$ cat src/design/ttx_pkg.sv
// ----------------------------------------------------------------------------
// ttx_pkg
// shared types, sizes and the byte classifier of the text term extractor
// ----------------------------------------------------------------------------
package ttx_pkg;

	// bytes that may wait for a decision
	localparam int unsigned DEPTH  = 32;
	localparam int unsigned CNT_W  = $clog2(DEPTH + 1);
	localparam int unsigned IDX_W  = $clog2(DEPTH);
	// results of one request: the waiting bytes, the byte itself, a separator
	localparam int unsigned STEP_W = $clog2(DEPTH + 3);
	localparam int unsigned FIFO_DEPTH = 4;
	localparam int unsigned FPTR_W = $clog2(FIFO_DEPTH);
	localparam int unsigned FCNT_W = $clog2(FIFO_DEPTH + 1);

	typedef enum logic [1:0] {
		CLS_OTHER = 2'd0,
		CLS_ALNUM = 2'd1,
		CLS_PUNCT = 2'd2,
		CLS_HIGH  = 2'd3
	} byte_class_t;

	// work handed from the front to the back for one request
	typedef struct packed {
		logic [CNT_W-1:0] flush_n;   // waiting bytes to emit first
		logic             emit;      // emit the request byte
		logic             sep;       // close the term afterwards
		logic             push;      // park the byte in the store
		logic [IDX_W-1:0] wr_idx;
		logic [7:0]       data;
	} cmd_t;

	function automatic byte_class_t classify(input logic [7:0] b);
		byte_class_t c;
		c = CLS_OTHER;
		if (b[7]) begin
			c = CLS_HIGH;
		end else if (b inside {[8'h41:8'h5A], [8'h61:8'h7A], [8'h30:8'h39]}) begin
			c = CLS_ALNUM;
		end else if (b inside {8'h21, [8'h23:8'h27], [8'h2A:8'h2C], 8'h2E, 8'h2F,
				8'h3A, 8'h3D, 8'h3F, 8'h40, 8'h5C, [8'h5E:8'h60], 8'h7C}) begin
			c = CLS_PUNCT;
		end
		return c;
	endfunction

endpackage

$ cat src/design/ttx_front.sv
// ----------------------------------------------------------------------------
// ttx_front
// classifies each text byte and decides what the back has to emit
// ----------------------------------------------------------------------------
module ttx_front (
	input  logic              clk,
	input  logic              arst_n,
	input  logic              in_valid,
	output logic              in_ready,
	input  logic [7:0]        in_byte,
	input  logic              in_eos,
	input  logic              fifo_full,
	output logic              cmd_valid,
	output ttx_pkg::cmd_t     cmd
);

	localparam int unsigned CNT_W = ttx_pkg::CNT_W;
	localparam int unsigned IDX_W = ttx_pkg::IDX_W;

	logic [CNT_W-1:0]     pcnt_q, ppcnt_q, n_pcnt, n_ppcnt;
	ttx_pkg::byte_class_t prev_q, n_prev, cls;
	logic                 term_q, n_term, skip_q, n_skip, skip, store_full, accept;

	assign in_ready = !fifo_full;
	assign accept   = in_valid && in_ready;
	assign cls      = ttx_pkg::classify(in_byte);
	assign skip     = skip_q && (cls == prev_q);
	assign store_full = pcnt_q >= CNT_W'(ttx_pkg::DEPTH);

	always_comb begin
		cmd         = '0;
		cmd.data    = in_byte;
		cmd.wr_idx  = pcnt_q[IDX_W-1:0];
		n_pcnt      = pcnt_q;
		n_ppcnt     = ppcnt_q;
		n_term      = term_q;
		n_skip      = skip_q;
		if (!skip) begin
			n_skip = 1'b0;
			case (cls)
				ttx_pkg::CLS_ALNUM: begin
					cmd.flush_n = pcnt_q;
					cmd.emit    = 1'b1;
					n_pcnt      = '0;
					n_ppcnt     = '0;
					n_term      = 1'b1;
				end
				ttx_pkg::CLS_HIGH: begin
					if (term_q && pcnt_q == '0) begin
						cmd.emit = 1'b1;
					end else if (store_full) begin
						// overflow: drop what waits and skip the rest of the run
						n_pcnt  = '0;
						n_ppcnt = '0;
						cmd.sep = term_q;
						n_term  = 1'b0;
						n_skip  = 1'b1;
					end else begin
						cmd.push = 1'b1;
						n_pcnt   = pcnt_q + 1'b1;
					end
				end
				ttx_pkg::CLS_PUNCT: begin
					if (term_q && pcnt_q == ppcnt_q) begin
						if (store_full) begin
							n_pcnt  = '0;
							n_ppcnt = '0;
							cmd.sep = 1'b1;
							n_term  = 1'b0;
							n_skip  = 1'b1;
						end else begin
							cmd.push = 1'b1;
							n_pcnt   = pcnt_q + 1'b1;
							n_ppcnt  = ppcnt_q + 1'b1;
						end
					end else begin
						// punct after a high run, or outside a term
						n_pcnt  = '0;
						n_ppcnt = '0;
						cmd.sep = term_q;
						n_term  = 1'b0;
					end
				end
				default: begin
					n_pcnt  = '0;
					n_ppcnt = '0;
					cmd.sep = term_q;
					n_term  = 1'b0;
				end
			endcase
		end
		n_prev = cls;
		if (in_eos) begin
			cmd.sep = cmd.sep || n_term;
			n_term  = 1'b0;
			n_pcnt  = '0;
			n_ppcnt = '0;
			n_prev  = ttx_pkg::CLS_OTHER;
			n_skip  = 1'b0;
		end
	end

	assign cmd_valid = accept && (cmd.push || cmd.emit || cmd.sep);

	always_ff @(posedge clk or negedge arst_n) begin
		if (!arst_n) begin
			pcnt_q  <= '0;
			ppcnt_q <= '0;
			prev_q  <= ttx_pkg::CLS_OTHER;
			term_q  <= 1'b0;
			skip_q  <= 1'b0;
		end else if (accept) begin
			pcnt_q  <= n_pcnt;
			ppcnt_q <= n_ppcnt;
			prev_q  <= n_prev;
			term_q  <= n_term;
			skip_q  <= n_skip;
		end
	end

	a_punct_leads: assert property (@(posedge clk) disable iff (!arst_n)
		ppcnt_q <= pcnt_q && pcnt_q <= CNT_W'(ttx_pkg::DEPTH))
		else $error("pending counts out of range");

endmodule

$ cat src/design/ttx_cmd_fifo.sv
// ----------------------------------------------------------------------------
// ttx_cmd_fifo
// short request queue between the front and the back
// ----------------------------------------------------------------------------
module ttx_cmd_fifo (
	input  logic          clk,
	input  logic          arst_n,
	input  logic          wr_en,
	input  ttx_pkg::cmd_t wr_cmd,
	output logic          full,
	input  logic          rd_en,
	output logic          head_valid,
	output ttx_pkg::cmd_t head
);

	localparam int unsigned FPTR_W = ttx_pkg::FPTR_W;
	localparam int unsigned FCNT_W = ttx_pkg::FCNT_W;

	ttx_pkg::cmd_t     slot_q [ttx_pkg::FIFO_DEPTH];
	logic [FPTR_W-1:0] wptr_q, rptr_q;
	logic [FCNT_W-1:0] cnt_q;

	assign full       = cnt_q == FCNT_W'(ttx_pkg::FIFO_DEPTH);
	assign head_valid = cnt_q != '0;
	assign head       = slot_q[rptr_q];

	always_ff @(posedge clk) begin
		if (wr_en) begin
			slot_q[wptr_q] <= wr_cmd;
		end
	end

	always_ff @(posedge clk or negedge arst_n) begin
		if (!arst_n) begin
			wptr_q <= '0;
			rptr_q <= '0;
			cnt_q  <= '0;
		end else begin
			if (wr_en) begin
				wptr_q <= wptr_q + 1'b1;
			end
			if (rd_en) begin
				rptr_q <= rptr_q + 1'b1;
			end
			cnt_q <= cnt_q + FCNT_W'(wr_en) - FCNT_W'(rd_en);
		end
	end

	a_no_underflow: assert property (@(posedge clk) disable iff (!arst_n)
		rd_en |-> head_valid)
		else $error("request queue read while empty");

	a_no_overflow: assert property (@(posedge clk) disable iff (!arst_n)
		wr_en |-> !full)
		else $error("request queue written while full");

endmodule

$ cat src/design/ttx_back.sv
// ----------------------------------------------------------------------------
// ttx_back
// carries out requests: pending store, result sequencer and output register
// ----------------------------------------------------------------------------
module ttx_back (
	input  logic          clk,
	input  logic          arst_n,
	input  logic          head_valid,
	input  ttx_pkg::cmd_t head,
	output logic          pop,
	output logic          out_valid,
	input  logic          out_ready,
	output logic [7:0]    out_byte,
	output logic          out_sep,
	output logic          out_last
);

	localparam int unsigned IDX_W  = ttx_pkg::IDX_W;
	localparam int unsigned STEP_W = ttx_pkg::STEP_W;

	logic [7:0]        store_q [ttx_pkg::DEPTH];
	logic [7:0]        rd_data_q;
	logic [STEP_W-1:0] step_q, total, flush_n;
	logic              is_mem, is_byte, is_last, has_res;
	logic              s1_load, s1_ready, out_adv;
	logic              valid_s1, mem_s1, sep_s1, last_s1;
	logic [7:0]        byte_s1;
	logic              out_valid_q, out_sep_q, out_last_q;
	logic [7:0]        out_byte_q;

	assign flush_n = STEP_W'(head.flush_n);
	assign total   = flush_n + STEP_W'(head.emit) + STEP_W'(head.sep);
	assign has_res = total != '0;
	assign is_mem  = step_q < flush_n;
	assign is_byte = !is_mem && head.emit && step_q == flush_n;
	assign is_last = step_q == total - 1'b1;

	assign out_adv  = !out_valid_q || out_ready;
	assign s1_ready = !valid_s1 || out_adv;
	assign s1_load  = head_valid && has_res && s1_ready;
	assign pop      = head_valid && (!has_res || (s1_load && is_last));

	// store writes and reads never meet in one request
	always_ff @(posedge clk) begin
		if (pop && head.push) begin
			store_q[head.wr_idx] <= head.data;
		end
		if (s1_load && is_mem) begin
			rd_data_q <= store_q[step_q[IDX_W-1:0]];
		end
	end

	always_ff @(posedge clk) begin
		if (s1_load) begin
			mem_s1  <= is_mem;
			sep_s1  <= !is_mem && !is_byte;
			last_s1 <= is_last;
			byte_s1 <= is_byte ? head.data : 8'h00;
		end
		if (out_adv && valid_s1) begin
			out_byte_q <= mem_s1 ? rd_data_q : byte_s1;
			out_sep_q  <= sep_s1;
			out_last_q <= last_s1;
		end
	end

	always_ff @(posedge clk or negedge arst_n) begin
		if (!arst_n) begin
			step_q      <= '0;
			valid_s1    <= 1'b0;
			out_valid_q <= 1'b0;
		end else begin
			if (pop) begin
				step_q <= '0;
			end else if (s1_load) begin
				step_q <= step_q + 1'b1;
			end
			if (s1_load) begin
				valid_s1 <= 1'b1;
			end else if (out_adv) begin
				valid_s1 <= 1'b0;
			end
			if (out_adv) begin
				out_valid_q <= valid_s1;
			end
		end
	end

	assign out_valid = out_valid_q;
	assign out_byte  = out_byte_q;
	assign out_sep   = out_sep_q;
	assign out_last  = out_last_q;

	a_read_in_store: assert property (@(posedge clk) disable iff (!arst_n)
		(s1_load && is_mem) |-> step_q < STEP_W'(ttx_pkg::DEPTH))
		else $error("pending store read beyond its depth");

	a_step_bounded: assert property (@(posedge clk) disable iff (!arst_n)
		(head_valid && has_res) |-> step_q < total)
		else $error("result step passed the end of its request");

endmodule

$ cat src/design/text_term_extractor_unit.sv
// ----------------------------------------------------------------------------
// text_term_extractor_unit
// streaming term extractor: text bytes in, term bytes and separators out
// ----------------------------------------------------------------------------
// s_* carries one text byte per request, s_tlast marks the end of the stream.
// m_* carries the results: a term byte, or a separator (m_tuser high) that
// closes a term; m_tlast marks the final result caused by one input byte.
// Each byte gives zero to 34 results in input order.
// The front classifies a byte in the cycle it is taken and writes a request
// into a four-entry queue; the back turns each request into results, one per
// cycle when m_tready allows, through a store read stage and output register.
// Input throughput is one byte per cycle while the queue has room; a byte that
// releases n waiting bytes makes n + 1 or n + 2 results, so long pending
// flushes stall the input once the queue fills.
// The first result of a byte passes the request queue, the store read stage
// and the output register before it is offered on m_*.
// After reset no term is open and nothing waits. A stalled m_tready holds the
// output register; the queue keeps taking input until it fills.
// ----------------------------------------------------------------------------
module text_term_extractor_unit (
	input  logic       clk,
	input  logic       arst_n,
	input  logic       s_tvalid,
	output logic       s_tready,
	input  logic [7:0] s_tdata,   // in_byte
	input  logic       s_tlast,   // end_of_stream
	output logic       m_tvalid,
	input  logic       m_tready,
	output logic [7:0] m_tdata,   // out_byte
	output logic       m_tuser,   // is_separator
	output logic       m_tlast    // last_result
);

	ttx_pkg::cmd_t wr_cmd, head;
	logic          wr_en, full, head_valid, pop;

	ttx_front u_front (
		.clk       (clk),
		.arst_n    (arst_n),
		.in_valid  (s_tvalid),
		.in_ready  (s_tready),
		.in_byte   (s_tdata),
		.in_eos    (s_tlast),
		.fifo_full (full),
		.cmd_valid (wr_en),
		.cmd       (wr_cmd)
	);

	ttx_cmd_fifo u_fifo (
		.clk        (clk),
		.arst_n     (arst_n),
		.wr_en      (wr_en),
		.wr_cmd     (wr_cmd),
		.full       (full),
		.rd_en      (pop),
		.head_valid (head_valid),
		.head       (head)
	);

	ttx_back u_back (
		.clk        (clk),
		.arst_n     (arst_n),
		.head_valid (head_valid),
		.head       (head),
		.pop        (pop),
		.out_valid  (m_tvalid),
		.out_ready  (m_tready),
		.out_byte   (m_tdata),
		.out_sep    (m_tuser),
		.out_last   (m_tlast)
	);

endmodule

$ cat config.mk
export PLATFORM = sky130hd
export DESIGN_NAME = text_term_extractor_unit
export DESIGN_NICKNAME = d
export VERILOG_FILES = /design/src/design/ttx_pkg.sv /design/src/design/ttx_front.sv /design/src/design/ttx_cmd_fifo.sv /design/src/design/ttx_back.sv /design/src/design/text_term_extractor_unit.sv
export SDC_FILE = /design/constraint.sdc
export NUM_CORES = 1
export LEC_CHECK = 0
export BUFFER_PORTS_ARGS = -buffer_cell sky130_fd_sc_hd__clkbuf_2
export CELL_PAD_IN_SITES_DETAIL_PLACEMENT = 1
export CELL_PAD_IN_SITES_GLOBAL_PLACEMENT = 2
export CORE_UTILIZATION = 44
export CTS_CLUSTER_DIAMETER = 100
export CTS_CLUSTER_SIZE = 40
export DETAILED_ROUTE_END_ITERATION = 7
export PLACE_DENSITY_LB_ADDON = 0.08
export SLEW_MARGIN = 25
export SYNTH_ARGS = -nofsm -noshare
export SYNTH_HDL_FRONTEND = slang
export SYNTH_HIERARCHICAL = 1
export SYNTH_SLANG_ARGS = --single-unit
$ cat constraint.sdc
create_clock -name clk -period 4 [get_ports clk]
set_input_delay 0.2 -clock clk [delete_from_list [all_inputs] [get_ports clk]]
set_output_delay 0.2 -clock clk [all_outputs]
set_load 0.05 [all_outputs]
==> flow_summary.ini <==
[logic_synthesis]
synth-edff-count = 373
syn_avg_cell_area_um2 = 18.5
ys_async_sr_fraction_pct = 7.67
ys.warnings.count = 6
synth_ff_type = sky130_fd_sc_hd__edfxtp_1
post_synth_main_area_contributors = sky130_fd_sc_hd__edfxtp_1 65%, sky130_fd_sc_hd__mux4_2 13%, sky130_fd_sc_hd__dfrtp_1 4.5%, sky130_fd_sc_hd__ha_1 1.3%, sky130_fd_sc_hd__nor3_1 1.2%
ys_types = 74
flip_flop_and_latch_count_after_synthesis = 404
syn_area_mm2 = 0.0171
synthDominantCellAreaShare_pct = 65.4
seq_area_frac_synth_pct = 70.0
syn_nets = 956
synth_top_area_cell = sky130_fd_sc_hd__edfxtp_1
synthesis.instances = 923

[power]
total_switching_power_w = 0.00466
p_per_area_mw_per_mm2 = 697
power_frac_clock_pct = 15.4
share_comb_of_total_power_pct = 40.0
power_leakage_nw = 6.08
power_frac_seq_pct = 44.6
swShare_pct = 35.7
vdd_drop_max_uv = 303
power_report.internal_total_w = 0.00840

[finish]
fin_cells = 1494
nets = 1010
area_delta_synth_final_pct = 9.46
fin_util_pct = 49.4
drive_gt1_share_pct = 28.1

[floorplan]
design.core.area_mm2 = 0.0379
initial_core_util_pct = 45.1
design.die.area_mm2 = 0.0397
placement_rows = 71
die_width_um = 199
dieHeight_um = 199
pin_count = 25

[hold_path]
hold_path_class = in -> reg

[drt]
route.top_layer_used = met4
detailroute.via_count = 8504
wl_met2_um = 18400
detail-route-antenna-nets = 0
drt_drc_violations_left = 0
amount_of_wire_on_met3_after_detailed_routing_um = 1220
first_iter_violations = 511
met1Wirelength_um = 16800
routed_wl_um = 36900
drt-pass1-iter-count = 4
detail_route.wl_per_cell_um = 24.7
via_per_inst = 5.69

[global_route]
initial_antenna_violation_count = 1
grt_pass1_wl_um = 56700
grtUsageTotal_pct = 19.3
grt_start_max_net_pins = 68
overflow_left_after_global_routing = 0
first_global_vias = 9122

[cts]
clk-insertion-delay-late_ps = 530
worst_setup_hold_path_clk_slew_ps = 130
clock_tree_from_tritoncts = done
cts.sink_count = 404
max-clock-path-buffers = 3
clock_tree.root_cell = sky130_fd_sc_hd__clkbuf_16
cts-htree-levels = 1
cts_made_buffers = 15

[sta]
drv_slew = 0
post-route-min-period_ps = 4000
tightestPinTransition_ps = 914
timing_hold_violations_final = 0
clock_skew_ps = 33.0
grt_setup_unrepaired = yes
whs_ps = 43.9
setup-violations-final = 1
layout_worst_path_cycle_share_pct = 100
worst_slew_margin_rel_pct = 39.1
worst_slack_ps = -1.54
max_freq_mhz = 250

[worst_setup_path]
required_ps = 4400
crit_family = adder cells
rr_worst_depth = 15
timing.critical_path.from = u_fifo/rptr_q[0]$_DFFE_PN0P_
critPathCapture = u_fifo/cnt_q[2]$_DFF_PN0_
buffers_inverters_on_critical_path = 2
path_max_fanout = 5
arrival_ps = 4400
timing.critical_path.depth = 15
critPathSlowestCell = sky130_fd_sc_hd__mux4_2
critical_path.most_common_cell = sky130_fd_sc_hd__ha_4
cp-start-kind = flop
terminus_of_the_critical_flop_to_flop_path = u_fifo/cnt_q[2]$_DFF_PN0_
worst_path_largest_cell_delay_ps = 570
critical_path_class = reg -> reg
worstSetupEndpointType = flop
cp_cell_sequence = mux4_2 > fa_2 > ha_4 > nor2_4 > a2111oi_4 > a211oi_2 > xnor2_2 > a41oi_4 > inv_4 > ha_4 > inv_2 > ha_4 > fa_2 > xor2_2 > xnor2_1
reg2reg_setup_slack_ps = -2
r2r-start = u_fifo/rptr_q[0]$_DFFE_PN0P_

[place]
placed_cells_incl_taps = 1463
gp_congestion = 0.795
place.detailed.hpwl_um = 24800
number_of_port_buffers = 24

[status]
violations_in_the_final_reports = negative setup slack
run_status = complete, but fails checks

[run]
maxCapViolCount = 0
## kinds of logic (layout without fill, tap and decap cells)
logic type	after synthesis	in the layout	synth area share (%)
buffers and inverters	87	146	2.94
adders and majority gates	20	20	1.55
DFF	404	404	70.0
xor gates and xnor gates	26	26	1.37
and+or+nand+nor	189	189	6.09
AOI/OAI and AO/OA	76	76	3.35
other	0	1	0
muxes	121	121	14.7
## layout by cell type, fill, tap and decap left out, types with 3 or more instances in the layout
cell type / instances
sky130_fd_sc_hd__nand3b_1: 3
sky130_fd_sc_hd__nor4_1: 3
sky130_fd_sc_hd__nand3_1: 24
sky130_fd_sc_hd__o211ai_1: 8
sky130_fd_sc_hd__mux4_1: 4
sky130_fd_sc_hd__nand2_1: 29
sky130_fd_sc_hd__and3_1: 4
sky130_fd_sc_hd__or3_1: 4
sky130_fd_sc_hd__o22ai_1: 3
sky130_fd_sc_hd__nor2_1: 15
sky130_fd_sc_hd__o21a_1: 4
sky130_fd_sc_hd__a21oi_1: 5
sky130_fd_sc_hd__o21ai_0: 14
sky130_fd_sc_hd__and2_1: 20
sky130_fd_sc_hd__clkbuf_2: 24
sky130_fd_sc_hd__mux2_2: 17
sky130_fd_sc_hd__xnor2_1: 15
sky130_fd_sc_hd__nor3_1: 32
sky130_fd_sc_hd__nor3_2: 13
sky130_fd_sc_hd__o31ai_1: 4
sky130_fd_sc_hd__xor2_1: 7
sky130_fd_sc_hd__edfxtp_1: 373
sky130_fd_sc_hd__o21ai_1: 4
sky130_fd_sc_hd__clkbuf_16: 15
sky130_fd_sc_hd__inv_1: 30
sky130_fd_sc_hd__a21o_1: 5
sky130_fd_sc_hd__ha_4: 3
sky130_fd_sc_hd__nand2b_1: 7
sky130_fd_sc_hd__buf_4: 60
sky130_fd_sc_hd__mux4_2: 98
sky130_fd_sc_hd__ha_1: 14
sky130_fd_sc_hd__dfrtp_1: 28
sky130_fd_sc_hd__nor2b_1: 7
sky130_fd_sc_hd__nand4_1: 7
sky130_fd_sc_hd__dlygate4sd3_1: 4
## synthesized netlist by cell type, types with 3 or more instances
library cell	instances
sky130_fd_sc_hd__a21o_1	5
sky130_fd_sc_hd__nor4_1	4
sky130_fd_sc_hd__o31ai_1	4
sky130_fd_sc_hd__mux2_2	17
sky130_fd_sc_hd__nor2b_1	7
sky130_fd_sc_hd__nor3_2	4
sky130_fd_sc_hd__o211ai_1	8
sky130_fd_sc_hd__dfrtp_1	31
sky130_fd_sc_hd__buf_2	7
sky130_fd_sc_hd__buf_1	7
sky130_fd_sc_hd__mux4_1	4
sky130_fd_sc_hd__xnor2_1	16
sky130_fd_sc_hd__or3_1	4
sky130_fd_sc_hd__and3_1	5
sky130_fd_sc_hd__a21oi_1	5
sky130_fd_sc_hd__nand4_1	7
sky130_fd_sc_hd__nand3b_1	3
sky130_fd_sc_hd__nand2b_1	7
sky130_fd_sc_hd__and2_1	21
sky130_fd_sc_hd__nand3_1	24
sky130_fd_sc_hd__ha_1	18
sky130_fd_sc_hd__nor2_1	16
sky130_fd_sc_hd__inv_1	31
sky130_fd_sc_hd__nor3_1	42
sky130_fd_sc_hd__o21a_1	4
sky130_fd_sc_hd__o22ai_1	3
sky130_fd_sc_hd__buf_6	10
sky130_fd_sc_hd__buf_4	16
sky130_fd_sc_hd__clkbuf_1	12
sky130_fd_sc_hd__nand2_1	29
sky130_fd_sc_hd__xor2_1	9
sky130_fd_sc_hd__o21ai_0	14
sky130_fd_sc_hd__edfxtp_1	373
sky130_fd_sc_hd__mux4_2	98
sky130_fd_sc_hd__o21ai_1	4
## power by group through the flow
stage / Clock [W] / Sequential (W) / Combinational (W)
2_1_floorplan: 0 / 0.00590 / 0.00352
3_5_place_dp: 0 / 0.00594 / 0.00508
6_report: 0.00202 / 0.00582 / 0.00522
4_1_cts: 0.00209 / 0.00584 / 0.00516
5_1_grt: 0.00218 / 0.00589 / 0.00568
3_3_place_gp: 0 / 0.00591 / 0.00490
## layout make-up
type | count | area, µm²
diodes | 1 | 2.50
clock buffers | 15 | 375
clock inverters | 7 | 95.1
fillers | 3517 | 19200
inverters | 33 | 126
multi-input cells | 432 | 4860
flip-flops and latches | 404 | 12000
well taps | 511 | 639
repair buffers | 91 | 662
## flip-flops by register name, summed over array words and instances (netlist names), 3 cells and up
name              count
u_back/store_q      256
u_front/pcnt_q        6
u_back/byte_s1        8
u_front/ppcnt_q       6
u_fifo/slot_q        88
u_back/rd_data_q      8
u_back/step_q         6
u_fifo/cnt_q          3
u_back/out_byte       8
## worst register-to-register path, delay by kind of cell (launching register included)
kind / cells / cell delay, ps
mux: 1 / 570
fa+ha+maj: 5 / 1510
compound gates: 3 / 750
xor+xnor: 3 / 470
simple gates: 1 / 50
buf+inv: 2 / 100
flops: 1 / 450
## timing repair
action	CTS	global route
hold endpoints to repair	38	0
pin swaps	3	10
setup endpoints to repair	12	127
buffers inserted	0	4
resized for setup	5	8
hold buffers	4	0
## worst min-delay path by stage
stage	start	endpoint	slack [ps]	cells past startpoint
2_1_floorplan	arst_n	u_back/out_valid$_DFFE_PN0N_	-100	0
6_report	s_tdata[0]	u_fifo/slot_q[0][0]$_DFFE_PP_	40	1
3_3_place_gp	arst_n	u_back/valid_s1$_DFFE_PN0P_	350	1
5_1_grt	s_tdata[1]	u_fifo/slot_q[1][1]$_DFFE_PP_	40	1
4_1_cts	s_tdata[1]	u_fifo/slot_q[0][1]$_DFFE_PP_	30	1
3_5_place_dp	arst_n	u_back/out_valid$_DFFE_PN0N_	370	1
## routing by layer
layer  vias up  global-route usage (%)
met5         -                       0
met4         0                    3.39
met1      4572                    27.3
li1       3786                       -
met2       116                    32.7
met3        30                    2.11
## through the flow
step	setup slack, ps	total power (W)	area, µm²	setup TNS [ps]
4_1_cts	10.9	0.0131	18700	0
3_3_place_gp	-4.46	0.0108	18100	-4.46
5_1_grt	-138	0.0138	18700	-13830
3_5_place_dp	-124	0.0110	18100	-309
6_report	-1.54	0.0131	18700	-1.54
2_1_floorplan	-240	0.00943	17300	-5610
No activity file was read; power rests on OpenSTA's default activity.
